$ cat config.mk
export PLATFORM = sky130hd
export DESIGN_NAME = q2e_isqrt
export DESIGN_NICKNAME = d
export VERILOG_FILES = /design/src/rtl/core/q2e_isqrt.sv
export SDC_FILE = /design/constraint.sdc
export NUM_CORES = 2
export LEC_CHECK = 0
export ABC_CLOCK_PERIOD_IN_PS = 5600
export BUFFER_PORTS_ARGS = -buffer_cell sky130_fd_sc_hd__clkbuf_2
export CAP_MARGIN = 20
export CORE_ASPECT_RATIO = 1.2
export CORE_MARGIN = 2
export CORE_UTILIZATION = 45
export CTS_BUF_LIST = sky130_fd_sc_hd__clkbuf_2
export DETAILED_ROUTE_END_ITERATION = 10
export HOLD_SLACK_MARGIN = 0.02
export PLACE_DENSITY = 0.58
export SYNTH_ARGS = -nofsm -noshare
export SYNTH_HDL_FRONTEND = slang
export SYNTH_SLANG_ARGS = --single-unit
$ cat constraint.sdc
create_clock -name i_clk -period 5.6 [get_ports i_clk]
set_clock_uncertainty 0.1 [all_clocks]
set_input_delay 0.84 -clock i_clk [delete_from_list [all_inputs] [get_ports i_clk]]
set_output_delay 0.84 -clock i_clk [all_outputs]
set_load 0.02 [all_outputs]
$ cat src/rtl/core/q2e_isqrt.sv
`timescale 1ns / 1ps
// ----------------------------------------------------------------------------
// q2e_isqrt
// Pipelined integer square root, one result bit per stage.
// Input is a 61-bit value, output 31 bits.
// ----------------------------------------------------------------------------
module q2e_isqrt (
    input  logic        i_clk,
    input  logic        i_en,
    input  logic [60:0] i_val,
    output logic [30:0] o_root
);
    localparam int N = 31;
    logic [61:0] r_rem  [N];
    logic [30:0] r_root [N];
    logic [61:0] n_rem  [N];
    logic [30:0] n_root [N];

    // restoring method, bit position 30 - s decided in stage s
    always_comb begin
        for (int s = 0; s < N; s++) begin
            logic [61:0] rem_in;
            logic [30:0] root_in;
            logic [61:0] trial;
            rem_in  = (s == 0) ? {1'b0, i_val} : r_rem[(s == 0) ? 0 : s - 1];
            root_in = (s == 0) ? '0 : r_root[(s == 0) ? 0 : s - 1];
            trial   = ({31'd0, root_in} << (31 - s)) + (62'd1 << (2 * (30 - s)));
            if (rem_in >= trial) begin
                n_rem[s]  = rem_in - trial;
                n_root[s] = root_in | (31'd1 << (30 - s));
            end else begin
                n_rem[s]  = rem_in;
                n_root[s] = root_in;
            end
        end
    end

    always_ff @(posedge i_clk) begin
        if (i_en) begin
            for (int s = 0; s < N; s++) begin
                r_rem[s]  <= n_rem[s];
                r_root[s] <= n_root[s];
            end
        end
    end

    assign o_root = r_root[N-1];
endmodule

-- Word level (Yosys, flattened, before mapping)
Memories as Yosys holds them, arrays and structs flattened.
Index checks and enable logic that the tools add are counted.
- memories kept: 2
- memory bits (writable): 2883
- memory bits (read-only): 0
- register bits: 0
- latch bits: 0
- output and inout bits: 31
- memories (name ; depth ; bits a word ; read ports ; clocked after memory_dff ; wr ports ; RTL line ; source):
    r_rem ; 31 ; 62 ; 30 ; 0 ; 31 ; 14 ; logic [61:0] r_rem [N];
    r_root ; 31 ; 31 ; 31 ; 0 ; 31 ; 15 ; logic [30:0] r_root [N];
- equal/unequal tests: 0
- add/subtract/negate cells: 61
- magnitude comparators: 31
- bitwise operators: 0
- $mul: 0
- shift-type cells: 0
- reduce and logical (&&, ||, !) cells: 0
- div/mod/pow operators: 0
- mux-type cells: 64
- operator list (operator ; count):
    2-to-1 mux 62 bit ; 31
    adder 61 x 59 -> 62 bit (second input constant) ; 1
    greater-or-equal comparator 62 x 33 -> 1 bit ; 1
    greater-or-equal comparator 62 x 34 -> 1 bit ; 1
    greater-or-equal comparator 62 x 35 -> 1 bit ; 1
    greater-or-equal comparator 62 x 36 -> 1 bit ; 1
    greater-or-equal comparator 62 x 37 -> 1 bit ; 1
    greater-or-equal comparator 62 x 38 -> 1 bit ; 1
    greater-or-equal comparator 62 x 39 -> 1 bit ; 1
    greater-or-equal comparator 62 x 40 -> 1 bit ; 1
    greater-or-equal comparator 62 x 41 -> 1 bit ; 1
    greater-or-equal comparator 62 x 42 -> 1 bit ; 1
    greater-or-equal comparator 62 x 43 -> 1 bit ; 1
    greater-or-equal comparator 62 x 44 -> 1 bit ; 1
    greater-or-equal comparator 62 x 45 -> 1 bit ; 1
    greater-or-equal comparator 62 x 46 -> 1 bit ; 1
    greater-or-equal comparator 62 x 47 -> 1 bit ; 1
    greater-or-equal comparator 62 x 48 -> 1 bit ; 1
    greater-or-equal comparator 62 x 49 -> 1 bit ; 1
    greater-or-equal comparator 62 x 50 -> 1 bit ; 1
    greater-or-equal comparator 62 x 51 -> 1 bit ; 1
    greater-or-equal comparator 62 x 52 -> 1 bit ; 1
    greater-or-equal comparator 62 x 53 -> 1 bit ; 1
    greater-or-equal comparator 62 x 54 -> 1 bit ; 1
    100 further kinds ; 102

-- Depth between registers and ports, before layout
An unclocked memory read counts as a cell.
- depth in word-level cells: 4
- gate-level depth with buffers: 16
- gate-level depth less buffers: 14

-- Worst setup path before layout
Ideal clock, no wire load.
- path kind: register -> register
- start: memory r_rem[28][13], in the netlist r_rem[1][757]
- end: memory r_rem[29][55], in the netlist r_rem[1][861], data pin
- setup time: 0.262 ns
- arrival time: 3.226 ns
- slack: 2.012 ns
- stages on the path, launching flop included: 14
- required time: 5.238 ns
- path through: edfxtp_1 > ha_1 > buf_2 > nand4_1 > or3_1 > o31a_1 > o21ai_4 > a31oi_4 > or2_1 > buf_2 > or4_4 > buf_6 > nor3_2 > xor2_1
- RTL lines (item ; RTL line):
    start, declared ; 14

==> results.json <==
{
  "status": "complete, no violations",
  "start_util_pct": 45.1,
  "yosys_warnings": 0,
  "dieArea_mm2": 0.254,
  "nets": 10306,
  "slew_violations": 0,
  "critPathRequiredTime_ps": 6890,
  "cp-end-kind": "flop",
  "num-fill-cells": 21938,
  "place.detailed.hpwl_um": 216000,
  "fin_ws_ps": 541,
  "peakVddDrop_mv": 0.201,
  "cts_tree": "done",
  "path_clk_slew_ps": 100,
  "grt_pass1_wl_um": 434000,
  "leakage_nw": 48.1,
  "antenna_left": 0,
  "root_buffer": "clkbuf_2",
  "r2r_cells": 13,
  "path_depth": 13,
  "seq_area_frac_synth_pct": 62.9,
  "syn_inst": 8929,
  "cts_resized": 0,
  "rsz0062_at_grt": "no",
  "port-buffer-count": 93,
  "whs_path_depth": 0,
  "yosysTopAreaCellShare_pct": 62.9,
  "insertion_delay_ps": 1740,
  "cp-start-kind": "flop",
  "p_per_area_mw_per_mm2": 374,
  "crit_chain": "inv_1 > ha_1 > nand2_1 > nor3_1 > nand4b_1 > nor4_2 > buf_4 > a2111oi_1 > a2111o_1 > a221oi_1 > nand2_1 > or2_2 > xnor2_1",
  "synth-main-ff-cell": "edfxtp_1",
  "synth_seq_cells": 2356,
  "area_growth_pct": 10.9,
  "drc": 0,
  "slowest_delay_ps": 880,
  "grt_usage_pct": 22.2,
  "cts_sinks": 2356,
  "cts_setup_buffers": 0,
  "drt_first_pass_iters": 5,
  "drt_iter0_drc": 4555,
  "cp_max_fo": 6,
  "syn-cell-area_mm2": 0.112,
  "routed_wl_um": 285000,
  "path_buf_inv": 2,
  "crit_slowest_cell": "nor3_1",
  "setup-violations-final": 0,
  "async_flop_share_pct": 0,
  "drive_gt1_share_pct": 12.8,
  "grt_max_degree": 158,
  "post-place-ws_ps": 510,
  "fmax_mhz": 198,
  "cp_common_cell": "nand2_1",
  "htree_levels": 6,
  "fp.coreArea_mm2": 0.249,
  "synth_edf_count": 2356,
  "yosysTopAreaCell": "edfxtp_1",
  "fp.dieW_um": 460,
  "setup_tns_ps": 0,
  "gp_congestion": 0.923,
  "cp.arrival_ps": 6350,
  "clockBufferDepth": 4,
  "io_pins": 94,
  "period_minus_slack_ps": 5060,
  "via_count": 73239,
  "synth_cell_types": 94,
  "wire_per_inst_um": 21.1,
  "cts_made_buffers": 596,
  "worst_pin_slew_ps": 1090,
  "grt_pass1_vias": 75481,
  "relSlewSlack_pct": 26.3,
  "yosysMostFrequentCell": "edfxtp_1",
  "num_rows": 201,
  "synth_area_leaders": "edfxtp_1 (63%), ha_1 (5.8%), xor2_1 (3.2%)",
  "rrSetupSlack_ps": 540,
  "hold_path.class": "flop to flop",
  "drv_cap": 0,
  "yosys-top-cells-count": "edfxtp_1 (2356), inv_1 (658), nor2_1 (615)",
  "grt-ovfl-total": 0,
  "antenna_found_initial": 4,
  "cpLargestDelayFamily": "simple AND/OR/NAND/NOR gates",
  "criticalPathCategory": "flop to flop",
  "post-route-period-util_pct": 90.3,
  "die_h_um": 552,
  "via_per_inst": 5.42,
  "hold_viol": 0,
  "syn_area_per_cell_um2": 12.6
}
-- routing by layer --
layer,track usage (%),vias to the layer above,part of all wire (%)
li1,-,35339,-
met1,22.8,35507,36
met2,43.1,1778,55
met3,3.34,609,3.7
met4,11.1,6,4.8
met5,0,-,0.019
-- through the flow --
| step | instances | hold WS (ps) | cell area (µm²) | util (%) | total power [mW] |
|---|---|---|---|---|---|
| floorplan | 8930 | 317 | 112000 | - | 31.2 |
| global placement | 12314 | 324 | 118000 | 47.2 | 34.8 |
| detailed placement | 12319 | 328 | 118000 | 47.2 | 34.9 |
| CTS | 13501 | 21.0 | 125000 | 50.0 | 47.0 |
| global route | 13503 | 151 | 125000 | 50.0 | 49.3 |
| finish | 13505 | 194 | 125000 | 50.0 | 46.6 |
-- state kept, by name, summed over array words and instances (netlist names) --
signal  flops
r_rem    1860
r_root    496
-- report_power, final --
part	switching (mW)	leakage, nW	internal (mW)
clock network	7.10	4.13	4.80
logic	6.22	21.3	4.30
registers	1.85	22.7	22.3
total	15.2	48.1	31.4
-- cells in the final DEF, fill, tap and decap left out, drive strengths merged, types with 43 or more instances in the layout --
cell type / synthesis / final
a21oi: 564 / 564
a21o: 207 / 207
nor2: 615 / 615
nand2b: 105 / 105
a211oi: 43 / 43
and3: 52 / 52
clkbuf: 122 / 936
or2: 45 / 45
dlygate4sd3: 0 / 151
o21ai: 427 / 427
nand4: 152 / 152
edfxtp: 2356 / 2356
nor3: 238 / 238
ha: 523 / 523
xor2: 412 / 412
nor2b: 74 / 74
o21a: 89 / 89
o21bai: 45 / 45
o31ai: 45 / 45
nand3: 134 / 134
inv: 661 / 678
or4: 58 / 58
nand2: 585 / 585
nor4b: 55 / 55
buf: 40 / 110
nor4: 324 / 324
clkinv: 0 / 145
or3: 97 / 97
mux2: 65 / 65
xnor2: 405 / 405
-- final cells by class --
class	count	area, µm²	share of cell area, %
Clock buffer	843	4220	3.38
Antenna cell	3	7.51	0.00602
Timing Repair Buffer	354	3040	2.43
Clock inverter	188	1290	1.03
Tap cell	3349	4190	3.36
Multi-Input combinational cell	5751	38700	31.1
Sequential cell	2356	70700	56.7
Inverter	661	2480	1.99
-- cell families (layout without fill, tap and decap cells) --
family,Yosys count,count (layout),share of synthesized area [%]
fa+ha+maj,523,523,5.82
simple gates,2674,2674,12.3
mux,72,72,0.713
buf+inv,823,2046,2.78
other cells,1,5,0.00334
xor+xnor,817,817,6.36
compound gates,1663,1663,9.10
flops,2356,2356,62.9
-- repair_timing --
item / in CTS / in global routing
hold buffers: 151 / 0
setup endpoints to repair: 0 / 0
endpoints found under the hold margin: 2110 / 0
-- final timing paths --
path                                  from                       end
setup / recovery  r_root[1][260]$_DFFE_PP_   r_rem[1][616]$_DFFE_PP_
hold / removal    r_root[1][368]$_DFFE_PP_  r_root[1][399]$_DFFE_PP_
setup reg to reg  r_root[1][260]$_DFFE_PP_   r_rem[1][616]$_DFFE_PP_
hold reg to reg   r_root[1][368]$_DFFE_PP_  r_root[1][399]$_DFFE_PP_
Note: power is estimated with default switching activity, not from simulation.
